**config.mk**
```make
export PLATFORM = sky130hd
export DESIGN_NAME = udp_port_bind_demux_table_core
export DESIGN_NICKNAME = d
export VERILOG_FILES = /design/src/udpb_pkg.sv /design/src/udpb_slot_tbl.sv /design/src/udpb_match.sv /design/src/udp_port_bind_demux_table_core.sv
export SDC_FILE = /design/constraint.sdc
export NUM_CORES = 2
export LEC_CHECK = 0
export BUFFER_PORTS_ARGS = -buffer_cell sky130_fd_sc_hd__buf_2
export CORE_MARGIN = 3
export CORE_UTILIZATION = 35
export CTS_CLUSTER_SIZE = 12
export DETAILED_ROUTE_END_ITERATION = 10
export PLACE_DENSITY_LB_ADDON = 0.05
export REMOVE_ABC_BUFFERS = 1
export SLEW_MARGIN = 10
export SYNTH_ARGS = -nofsm -noshare
export SYNTH_HDL_FRONTEND = slang
export SYNTH_SLANG_ARGS = --single-unit
```
**constraint.sdc**
```tcl
create_clock -name clk -period 15.5 [get_ports clk]
set_clock_uncertainty 0.05 [all_clocks]
set_input_delay 0.775 -clock clk [delete_from_list [all_inputs] [get_ports clk]]
set_output_delay 0.775 -clock clk [all_outputs]
set_load 0.05 [all_outputs]
```
**src/udpb_pkg.sv**
```systemverilog
// Types and constants of the UDP port demux table.
package udpb_pkg;

  // Table geometry; the item fields below are sized for these
  localparam int SOCKET_SLOTS = 16;
  localparam int QUEUE_DEPTH  = 32;

  typedef struct packed {
    logic [2:0]  kind;
    logic [3:0]  slot;
    logic [31:0] addr;
    logic [15:0] port;
    logic [3:0]  iface;
  } in_item_t;

  typedef struct packed {
    logic [2:0]  status;
    logic [3:0]  sel_slot;
    logic [15:0] bound_port_out;
    logic        evicted;
    logic [5:0]  queued;
  } out_item_t;

  // Result of comparing one slot entry against a lookup key
  typedef struct packed {
    logic taken;
    logic dlv;
    logic exact;
    logic wild;
  } match_t;

  localparam logic [2:0] K_OPEN  = 3'd0;
  localparam logic [2:0] K_CLOSE = 3'd1;
  localparam logic [2:0] K_BIND  = 3'd2;
  localparam logic [2:0] K_IFACE = 3'd3;
  localparam logic [2:0] K_DLV   = 3'd4;
  localparam logic [2:0] K_RECV  = 3'd5;

  localparam logic [2:0] ST_OK        = 3'd0;
  localparam logic [2:0] ST_INVALID   = 3'd1;
  localparam logic [2:0] ST_FULL      = 3'd2;
  localparam logic [2:0] ST_IN_USE    = 3'd3;
  localparam logic [2:0] ST_NOT_FOUND = 3'd4;
  localparam logic [2:0] ST_EMPTY     = 3'd5;

  localparam int          CFG_IDX_W   = 2;
  localparam logic [1:0]  CFG_EPH_MIN = 2'd0;
  localparam logic [1:0]  CFG_EPH_MAX = 2'd1;
  localparam logic [15:0] EPH_MIN_RST = 16'd49152;
  localparam logic [15:0] EPH_MAX_RST = 16'd65535;

endpackage

```
**src/udpb_slot_tbl.sv**
```systemverilog
// Socket slot table: flop storage, one read port, one write port.
module udpb_slot_tbl #(
  parameter int SLOTS = 16,
  parameter int IFB   = 4,
  parameter int CW    = 6,
  parameter int SW    = $clog2(SLOTS)
) (
  input  logic           clk,
  input  logic           rst_n,
  input  logic [SW-1:0]  rd_idx,
  output logic           rd_used,
  output logic [31:0]    rd_addr,
  output logic [15:0]    rd_port,
  output logic [IFB-1:0] rd_pin,
  output logic [CW-1:0]  rd_cnt,
  input  logic           wr_en,
  input  logic [SW-1:0]  wr_idx,
  input  logic           wr_used,
  input  logic [31:0]    wr_addr,
  input  logic [15:0]    wr_port,
  input  logic [IFB-1:0] wr_pin,
  input  logic [CW-1:0]  wr_cnt
);

  logic           used_r [SLOTS];
  logic [31:0]    addr_r [SLOTS];
  logic [15:0]    port_r [SLOTS];
  logic [IFB-1:0] pin_r  [SLOTS];
  logic [CW-1:0]  cnt_r  [SLOTS];

  // Read the addressed entry
  assign rd_used = used_r[rd_idx];
  assign rd_addr = addr_r[rd_idx];
  assign rd_port = port_r[rd_idx];
  assign rd_pin  = pin_r[rd_idx];
  assign rd_cnt  = cnt_r[rd_idx];

  // Write one whole entry; reset clears the table
  always_ff @(posedge clk) begin
    if (!rst_n) begin
      for (int i = 0; i < SLOTS; i++) begin
        used_r[i] <= 1'b0;
        addr_r[i] <= '0;
        port_r[i] <= '0;
        pin_r[i]  <= '0;
        cnt_r[i]  <= '0;
      end
    end else if (wr_en) begin
      used_r[wr_idx] <= wr_used;
      addr_r[wr_idx] <= wr_addr;
      port_r[wr_idx] <= wr_port;
      pin_r[wr_idx]  <= wr_pin;
      cnt_r[wr_idx]  <= wr_cnt;
    end
  end

endmodule

```
**src/udpb_match.sv**
```systemverilog
// Shared compare unit: one slot entry against the lookup key.
module udpb_match #(
  parameter int IFB = 4
) (
  input  logic             ent_used,
  input  logic [31:0]      ent_addr,
  input  logic [15:0]      ent_port,
  input  logic [IFB-1:0]   ent_pin,
  input  logic [31:0]      key_addr,
  input  logic [15:0]      key_port,
  input  logic [IFB-1:0]   key_pin,
  output udpb_pkg::match_t m
);
  import udpb_pkg::*;

  logic port_hit;
  logic pin_off_take;
  logic pin_off_dlv;

  assign port_hit     = ent_used && (ent_port == key_port);
  // A zero key pin ignores pinning in the conflict check
  assign pin_off_take = (key_pin != '0) && (ent_pin != '0) && (ent_pin != key_pin);
  // A pinned socket only takes datagrams from its own interface
  assign pin_off_dlv  = (ent_pin != '0) && (ent_pin != key_pin);

  assign m.taken = port_hit && !pin_off_take &&
                   ((key_addr == '0) || (ent_addr == '0) || (ent_addr == key_addr));
  assign m.dlv   = port_hit && (ent_port != '0) && !pin_off_dlv;
  assign m.exact = (ent_addr == key_addr);
  assign m.wild  = (ent_addr == '0);

endmodule

```
**src/udp_port_bind_demux_table_core.sv**
```systemverilog
// Top level of the UDP port demux table: sequencer around one compare unit.
//
//  channel | direction | handshake      | payload
//  in      | input     | in_valid/stall | udpb_pkg::in_item_t
//  out     | output    | out_valid/stall| udpb_pkg::out_item_t
//  cfg     | input     | cfg_valid/ready| cfg_index, cfg_data
//
// Open, deliver and port checks walk the slots one per cycle through the
// shared compare unit; close, set interface and receive read only the
// addressed slot. An ephemeral bind scans the slots once per candidate
// port, trying up to every port of the ephemeral range.
// Reset is synchronous and clears the table; in_stall stays high from
// accept until the result is loaded into the output register.
module udp_port_bind_demux_table_core #(
  parameter int IFACE_BITS   = 4
) (
  input  logic                             clk,
  input  logic                             rst_n,
  input  logic                             in_valid,
  output logic                             in_stall,
  input  udpb_pkg::in_item_t               in_item,
  output logic                             out_valid,
  input  logic                             out_stall,
  output udpb_pkg::out_item_t              out_item,
  input  logic                             cfg_valid,
  output logic                             cfg_ready,
  input  logic [udpb_pkg::CFG_IDX_W-1:0]   cfg_index,
  input  logic [15:0]                      cfg_data
);
  import udpb_pkg::*;

  localparam int SW = $clog2(SOCKET_SLOTS);
  localparam int CW = $clog2(QUEUE_DEPTH + 1);

  localparam logic [3:0] S_IDLE  = 4'd0;
  localparam logic [3:0] S_SLOT  = 4'd1;
  localparam logic [3:0] S_OPEN  = 4'd2;
  localparam logic [3:0] S_DLV   = 4'd3;
  localparam logic [3:0] S_DQ    = 4'd4;
  localparam logic [3:0] S_TAKEN = 4'd5;
  localparam logic [3:0] S_EPH   = 4'd6;
  localparam logic [3:0] S_OUT   = 4'd7;

  logic [3:0]      state_r, state_nxt;
  in_item_t        item_r, item_nxt;
  logic [SW-1:0]   idx_r, idx_nxt;
  logic [SW-1:0]   tgt_r, tgt_nxt;
  logic            slot_ok_r, slot_ok_nxt;
  logic [SW-1:0]   any_r, any_nxt;
  logic            any_v_r, any_v_nxt;
  logic [15:0]     cand_r, cand_nxt;
  logic [IFACE_BITS-1:0] ent_pin_r, ent_pin_nxt;
  logic [CW-1:0]   cnt_r, cnt_nxt;
  logic [16:0]     rem_r, rem_nxt;
  logic [15:0]     next_eph_r, next_eph_nxt;
  logic [15:0]     eph_min_r, eph_max_r;
  out_item_t       res_r, res_nxt;
  logic            out_valid_r;
  out_item_t       out_item_r;

  logic [SW-1:0]   rd_idx;
  logic            rd_used;
  logic [31:0]     rd_addr;
  logic [15:0]     rd_port;
  logic [IFACE_BITS-1:0] rd_pin;
  logic [CW-1:0]   rd_cnt;
  logic            wr_en;
  logic [SW-1:0]   wr_idx;
  logic            wr_used;
  logic [31:0]     wr_addr;
  logic [15:0]     wr_port;
  logic [IFACE_BITS-1:0] wr_pin;
  logic [CW-1:0]   wr_cnt;

  logic [15:0]     key_port;
  logic [IFACE_BITS-1:0] key_pin;
  logic [IFACE_BITS-1:0] ifc;
  match_t          m;
  logic            scan;
  logic            last;
  logic            out_free;

  assign ifc      = IFACE_BITS'(item_r.iface);
  assign scan     = (state_r == S_OPEN) || (state_r == S_DLV) || (state_r == S_TAKEN);
  assign rd_idx   = scan ? idx_r : tgt_r;
  assign last     = (idx_r == SW'(SOCKET_SLOTS - 1));
  assign out_free = !out_valid_r || !out_stall;

  // Key for the compare unit: deliver uses the datagram, bind the candidate
  assign key_port = (state_r == S_DLV) ? item_r.port : cand_r;
  assign key_pin  = (state_r == S_DLV) ? ifc :
                    ((item_r.port != '0) ? ent_pin_r : '0);

  udpb_slot_tbl #(
    .SLOTS (SOCKET_SLOTS),
    .IFB   (IFACE_BITS),
    .CW    (CW)
  ) u_tbl (
    .clk     (clk),
    .rst_n   (rst_n),
    .rd_idx  (rd_idx),
    .rd_used (rd_used),
    .rd_addr (rd_addr),
    .rd_port (rd_port),
    .rd_pin  (rd_pin),
    .rd_cnt  (rd_cnt),
    .wr_en   (wr_en),
    .wr_idx  (wr_idx),
    .wr_used (wr_used),
    .wr_addr (wr_addr),
    .wr_port (wr_port),
    .wr_pin  (wr_pin),
    .wr_cnt  (wr_cnt)
  );

  udpb_match #(
    .IFB (IFACE_BITS)
  ) u_match (
    .ent_used (rd_used),
    .ent_addr (rd_addr),
    .ent_port (rd_port),
    .ent_pin  (rd_pin),
    .key_addr (item_r.addr),
    .key_port (key_port),
    .key_pin  (key_pin),
    .m        (m)
  );

  // Sequencer
  always_comb begin
    state_nxt    = state_r;
    item_nxt     = item_r;
    idx_nxt      = idx_r;
    tgt_nxt      = tgt_r;
    slot_ok_nxt  = slot_ok_r;
    any_nxt      = any_r;
    any_v_nxt    = any_v_r;
    cand_nxt     = cand_r;
    ent_pin_nxt  = ent_pin_r;
    cnt_nxt      = cnt_r;
    rem_nxt      = rem_r;
    next_eph_nxt = next_eph_r;
    res_nxt      = res_r;
    wr_en        = 1'b0;
    wr_idx       = rd_idx;
    wr_used      = rd_used;
    wr_addr      = rd_addr;
    wr_port      = rd_port;
    wr_pin       = rd_pin;
    wr_cnt       = rd_cnt;

    case (state_r)
      S_IDLE: begin
        if (in_valid) begin
          item_nxt    = in_item;
          tgt_nxt     = SW'(in_item.slot);
          slot_ok_nxt = (int'(in_item.slot) < SOCKET_SLOTS);
          idx_nxt     = '0;
          any_v_nxt   = 1'b0;
          case (in_item.kind)
            K_OPEN:  state_nxt = S_OPEN;
            K_DLV:   state_nxt = S_DLV;
            K_CLOSE, K_BIND, K_IFACE, K_RECV: state_nxt = S_SLOT;
            default: begin
              res_nxt   = '{ST_INVALID, 4'd0, 16'd0, 1'b0, 6'd0};
              state_nxt = S_OUT;
            end
          endcase
        end
      end

      // Operate on the addressed slot
      S_SLOT: begin
        res_nxt   = '{ST_OK, item_r.slot, 16'd0, 1'b0, 6'(rd_cnt)};
        state_nxt = S_OUT;
        if (!(slot_ok_r && rd_used)) begin
          res_nxt.status = ST_INVALID;
          res_nxt.queued = '0;
        end else begin
          case (item_r.kind)
            K_CLOSE: begin
              wr_en   = 1'b1;
              wr_used = 1'b0;
              wr_addr = '0;
              wr_port = '0;
              wr_pin  = '0;
              wr_cnt  = '0;
              res_nxt.queued = '0;
            end
            K_IFACE: begin
              wr_en  = 1'b1;
              wr_pin = ifc;
            end
            K_RECV: begin
              if (rd_cnt == '0) begin
                res_nxt.status = ST_EMPTY;
              end else begin
                wr_en  = 1'b1;
                wr_cnt = rd_cnt - CW'(1);
                res_nxt.queued = 6'(rd_cnt - CW'(1));
              end
            end
            K_BIND: begin
              ent_pin_nxt = rd_pin;
              cnt_nxt     = rd_cnt;
              idx_nxt     = '0;
              if (rd_port != '0) begin
                res_nxt.status = ST_INVALID;
              end else if (item_r.port != '0) begin
                cand_nxt  = item_r.port;
                state_nxt = S_TAKEN;
              end else if (eph_min_r > eph_max_r) begin
                res_nxt.status = ST_FULL;
              end else begin
                if ((next_eph_r < eph_min_r) || (next_eph_r > eph_max_r)) begin
                  next_eph_nxt = eph_min_r;
                end
                rem_nxt   = 17'(eph_max_r) - 17'(eph_min_r) + 17'd1;
                state_nxt = S_EPH;
              end
            end
            default: res_nxt.status = ST_INVALID;
          endcase
        end
      end

      // Take the next ephemeral candidate; advance the pointer
      S_EPH: begin
        next_eph_nxt = (next_eph_r == eph_max_r) ? eph_min_r : next_eph_r + 16'd1;
        rem_nxt      = rem_r - 17'd1;
        idx_nxt      = '0;
        if (next_eph_r != '0) begin
          cand_nxt  = next_eph_r;
          state_nxt = S_TAKEN;
        end else if (rem_r == 17'd1) begin
          res_nxt   = '{ST_FULL, item_r.slot, 16'd0, 1'b0, 6'(cnt_r)};
          state_nxt = S_OUT;
        end
      end

      // Conflict scan for the candidate port
      S_TAKEN: begin
        if (m.taken) begin
          idx_nxt = '0;
          if (item_r.port != '0) begin
            res_nxt   = '{ST_IN_USE, item_r.slot, 16'd0, 1'b0, 6'(cnt_r)};
            state_nxt = S_OUT;
          end else if (rem_r == '0) begin
            res_nxt   = '{ST_FULL, item_r.slot, 16'd0, 1'b0, 6'(cnt_r)};
            state_nxt = S_OUT;
          end else begin
            state_nxt = S_EPH;
          end
        end else if (last) begin
          wr_en     = 1'b1;
          wr_idx    = tgt_r;
          wr_used   = 1'b1;
          wr_addr   = item_r.addr;
          wr_port   = cand_r;
          wr_pin    = ent_pin_r;
          wr_cnt    = cnt_r;
          res_nxt   = '{ST_OK, item_r.slot, cand_r, 1'b0, 6'(cnt_r)};
          state_nxt = S_OUT;
        end else begin
          idx_nxt = idx_r + SW'(1);
        end
      end

      // Find the first free slot
      S_OPEN: begin
        if (!rd_used) begin
          wr_en     = 1'b1;
          wr_used   = 1'b1;
          wr_addr   = '0;
          wr_port   = '0;
          wr_pin    = '0;
          wr_cnt    = '0;
          res_nxt   = '{ST_OK, 4'(idx_r), 16'd0, 1'b0, 6'd0};
          state_nxt = S_OUT;
        end else if (last) begin
          res_nxt   = '{ST_FULL, 4'd0, 16'd0, 1'b0, 6'd0};
          state_nxt = S_OUT;
        end else begin
          idx_nxt = idx_r + SW'(1);
        end
      end

      // First exact match wins, else the last wildcard match
      S_DLV: begin
        if (m.dlv && m.exact) begin
          tgt_nxt   = idx_r;
          state_nxt = S_DQ;
        end else begin
          if (m.dlv && m.wild) begin
            any_nxt   = idx_r;
            any_v_nxt = 1'b1;
          end
          if (last) begin
            if (m.dlv && m.wild) begin
              tgt_nxt   = idx_r;
              state_nxt = S_DQ;
            end else if (any_v_r) begin
              tgt_nxt   = any_r;
              state_nxt = S_DQ;
            end else begin
              res_nxt   = '{ST_NOT_FOUND, 4'd0, 16'd0, 1'b0, 6'd0};
              state_nxt = S_OUT;
            end
          end else begin
            idx_nxt = idx_r + SW'(1);
          end
        end
      end

      // Enqueue, drop the oldest when full
      S_DQ: begin
        res_nxt   = '{ST_OK, 4'(tgt_r), 16'd0, 1'b0, 6'(rd_cnt)};
        state_nxt = S_OUT;
        if (rd_cnt >= CW'(QUEUE_DEPTH)) begin
          res_nxt.evicted = 1'b1;
        end else begin
          wr_en  = 1'b1;
          wr_cnt = rd_cnt + CW'(1);
          res_nxt.queued = 6'(rd_cnt + CW'(1));
        end
      end

      S_OUT: begin
        if (out_free) begin
          state_nxt = S_IDLE;
        end
      end

      default: state_nxt = S_IDLE;
    endcase
  end

  // Control registers
  always_ff @(posedge clk) begin
    if (!rst_n) begin
      state_r     <= S_IDLE;
      next_eph_r  <= EPH_MIN_RST;
      eph_min_r   <= EPH_MIN_RST;
      eph_max_r   <= EPH_MAX_RST;
      out_valid_r <= 1'b0;
    end else begin
      state_r    <= state_nxt;
      next_eph_r <= next_eph_nxt;
      if (cfg_valid) begin
        if (cfg_index == CFG_EPH_MIN) begin
          eph_min_r <= cfg_data;
        end else if (cfg_index == CFG_EPH_MAX) begin
          eph_max_r <= cfg_data;
        end
      end
      if ((state_r == S_OUT) && out_free) begin
        out_valid_r <= 1'b1;
      end else if (!out_stall) begin
        out_valid_r <= 1'b0;
      end
    end
  end

  // Payload registers
  always_ff @(posedge clk) begin
    item_r    <= item_nxt;
    idx_r     <= idx_nxt;
    tgt_r     <= tgt_nxt;
    slot_ok_r <= slot_ok_nxt;
    any_r     <= any_nxt;
    any_v_r   <= any_v_nxt;
    cand_r    <= cand_nxt;
    ent_pin_r <= ent_pin_nxt;
    cnt_r     <= cnt_nxt;
    rem_r     <= rem_nxt;
    res_r     <= res_nxt;
    if ((state_r == S_OUT) && out_free) begin
      out_item_r <= res_r;
    end
  end

  assign in_stall  = (state_r != S_IDLE);
  assign out_valid = out_valid_r;
  assign out_item  = out_item_r;
  assign cfg_ready = 1'b1;

endmodule

```
==> summary.md <==
| Metric | Value |
|---|---|
| CP Class | `register to register` |
| CP cell instances | `and4bb_4 -> buf_4 -> buf_4 -> nor3_1 -> buf_4 -> nor2_4 -> buf_4 -> mux4_2 -> mux2i_1 -> nand4_1 -> a211oi_1 -> o211ai_1 -> a21oi_1 -> or3_4 -> a21oi_4 -> buf_4 -> buf_4 -> a311oi_4 -> nor2_1` |
| GRT Residual Overflow | `0` |
| WHS Path Cells | `1` |
| Clock tree buffer depth | `3` |
| Power Density | `173.6 nW/um2` |
| Cts bufs inserted | `142` |
| CP max-delay cell | `a311oi_4` |
| Hold slack | `96.65 ps` |
| Slew HR | `11.32%` |
| Mapped Area | `58870 um2` |
| Cell mode on critical path | `buf_4` |
| Worst slew pin tran | `1325 ps` |
| DP HPWL | `145900 um` |
| Leading area contributor after synthesis | `edfxtp_1` |
| DR vias/cell | `5.973` |
| Startpoint type of the worst setup path | `register` |
| Fin crit share | `64.70%` |
| Mean Syn Cell Area | `11.58 um2` |
| CTS-repair resized insts | `0` |
| Reg2reg start | `state_r[2]` |
| # fillers | `15868` |
| Ys async rst share | `0%` |
| Iter 0 DRT Violations | `5139` |
| Die ar. | `173100 um2` |
| Yosys warns | `0` |
| Post-synth cell types | `112` |
| Ys flop type | `edfxtp_1` |
| Postcts setup bufs | `0` |
| Max VDD drop | `0.1122 mV` |
| Number of flops mapped to enable cells by yosys | `1103` |
| Area growth, synth to finish | `12.68%` |
| FP Rows | `149` |
| CP Capture Type | `register` |
| Worst reg2reg setup slack | `5470 ps` |
| Tot Pwr | `0.01152 W` |
| Post-Route WL | `239600 um` |
| CTS tree | `built` |
| CP max stage delay | `1020 ps` |
| End of the worst register-to-register path | `u_tbl.addr_r[8][7]` |
| DRT antenna net count | `0` |
| Layout cell share with drive strength beyond 1 | `13.94%` |
| Die X | `416.1 um` |
| Hold Path End | `item_r[49]` |
| Detailed-route wire length per cell | `32.54 um` |
| Clock slew at reported path FFs | `60 ps` |
| Via Count | `43986` |
| Final Hold Fails | `0` |
| Outcome | `complete, no violations` |
| R2R depth | `19` |
| Final nets | `5234` |
| Clock latency on the worst-skew pair | `810 ps` |
| HP Class | `input port to register` |
| Flops & latches, synth | `1172` |
| RSZ-0062 raised after global routing | `false` |
| CTS Hold Bufs | `0` |
| Final core occ | `39.93%` |
| Crit path from | `state_r[2]` |
| Hold path startpoint | `in_item[49]` |
| H-tree depth | `4` |
| Mapped Cells | `5083` |
| Root Driver | `clkbuf_16` |
| Core box area | `166100 um2` |
| Max-slew violation count | `0` |
| CP required | `15920 ps` |
| Initial Util | `35.44%` |
| MaxCap Viol Count | `0` |
| GRT Total Usage | `27.06%` |
| Period minus WS final | `10030 ps` |
| Worst EP arrival | `10450 ps` |
| Clock Sinks | `1172` |
| Number of detailed-route iterations in the first pass | `6` |
| Crit-path max FO | `45` |
| First-pass GRT wire length | `337100 um` |
| Fmax | `99.71 MHz` |
| Placer Congestion | `0.8938` |
| Final setup fails | `0` |
| Io pins | `115` |
| Area contributors post-synth | `edfxtp_1 (56%), nor2_1 (6.7%), mux4_2 (3.6%)` |
| Vert. Die Dim | `416.1 um` |
| Initial antenna violation count | `7` |
| Vias in the first global route | `42741` |
| Leakage power | `23.32 nW` |
| DRC Markers | `0` |
| Seq/Total Area, Yosys | `58.61%` |
| Pin count of the biggest net entering global routing | `92` |
| Buffers on Ports | `113` |
| Synth top area share | `56.27%` |
power by group:
group	internal, W	leakage, nW	switching, W	total (W)
clock	0.00191	2.21	0.00143	0.00334
combinational	0.00122	9.35	0.00320	0.00442
sequential	0.00364	11.8	0.000112	0.00375
total	0.00677	23.3	0.00475	0.0115
routing by layer:
| metal | vias up | GRT usage [%] | part of all wire [%] |
|---|---|---|---|
| li1 | 18831 | - | - |
| met1 | 22892 | 39.07 | 45 |
| met2 | 1929 | 42.25 | 45 |
| met3 | 332 | 4.215 | 7.2 |
| met4 | 2 | 7.345 | 2.6 |
| met5 | - | 0 | 0.0054 |
cells in the mapped netlist, types with 47 or more instances:
library cell and n:
a2111oi_0 47, a211oi_1 68, a21oi_1 252, and3_1 110, buf_2 174, clkbuf_1 181, dfxtp_1 69, edfxtp_1 1103
ha_1 86, inv_1 88, mux2i_1 151, mux4_2 94, nand2_1 398, nand3_1 124, nor2_1 1055, nor2b_1 70
nor3_1 48, nor4_1 47, o21ai_0 156
flip-flops by register name (all words and copies together), names as in the netlist, 16 cells and up:
name          cells
eph_max_r        16
res_r            30
u_tbl.port_r    256
u_tbl.pin_r      64
next_eph_r       16
rem_r            17
out_item         30
cand_r           16
u_tbl.used_r     16
u_tbl.cnt_r      96
item_r           55
eph_min_r        16
u_tbl.addr_r    512
logic make-up (layout without fill, tap and decap cells):
kind of cell | count (synthesis) | count (layout) | share of synthesized area, %
simple gates | 2049 | 2049 | 15.52
flops | 1172 | 1172 | 58.61
compound gates | 949 | 949 | 12.68
buf+inv | 505 | 595 | 3.960
mux | 265 | 265 | 6.547
fa+ha+maj | 87 | 87 | 1.862
xor+xnor | 54 | 54 | 0.8034
other cells | 2 | 4 | 0.01276
metrics by stage:
step | area [um2] | instances | setup TNS, ps | setup slack, ps
after floorplan | 56870 | 4667 | -364290 | -588.8
after global placement | 61730 | 7109 | 0 | 5484
after detailed placement | 61750 | 7110 | 0 | 5673
after CTS | 66330 | 7362 | 0 | 5643
after global routing | 66330 | 7362 | 0 | 5224
final | 66330 | 7364 | 0 | 5471
cell type report:
cell class	instances	area (um2)	area share, %
repair buffers	254	1652	2.490
well taps	2189	2739	4.129
flip-flops and latches	1172	34500	52.01
clock buffers	179	3775	5.691
inverters	89	334.1	0.5036
multi-input cells	3406	22520	33.95
clock inverters	73	808.3	1.219
diodes	2	5.005	0.007545
worst max-delay path by stage:
stage                     endpoint  slack [ps]  depth (start not counted)
2_1_floorplan   u_tbl.addr_r[0][0]        -590                         13
3_3_place_gp   u_tbl.addr_r[8][29]        5480                         19
3_5_place_dp    u_tbl.addr_r[8][7]        5670                         20
4_1_cts         u_tbl.addr_r[8][7]        5640                         20
5_1_grt         u_tbl.pin_r[14][3]        5220                         18
6_report        u_tbl.addr_r[8][7]        5470                         19
layout by cell type (no fill, tap or decap), types with 19 or more instances in the layout:
cell type	Yosys	final
a22oi_1	26	26
a32oi_1	24	24
a31oi_1	27	26
nand2_1	398	379
nand2b_1	24	24
a2111oi_0	47	46
ha_1	86	86
nor2_1	1055	1050
nor3_1	48	46
a311oi_4	46	46
clkbuf_16	0	144
nor4_1	47	46
mux2i_1	151	151
mux2_2	20	20
xor2_1	20	20
a21oi_1	252	250
o211ai_1	41	41
nand3_1	124	124
buf_4	34	138
clkinv_1	1	28
xnor2_1	34	34
mux4_2	94	94
inv_1	88	88
o22ai_1	23	22
a211oi_1	68	66
nor2b_1	70	70
a21o_1	19	19
and2_1	38	38
nand4_1	40	40
dfxtp_1	69	69
clkbuf_1	181	31
buf_2	174	113
o21ai_0	156	155
edfxtp_1	1103	1103
and3_1	110	108
critical path: cells and delay by family, from the launching register on:
family,cells,cell delay (ps)
AOI/OAI and AO/OA,5,2460
buffers and inverters,6,3030
DFF,1,620
muxes,2,1220
and+or+nand+nor,6,2130
Power figures use the tool's default switching activity.
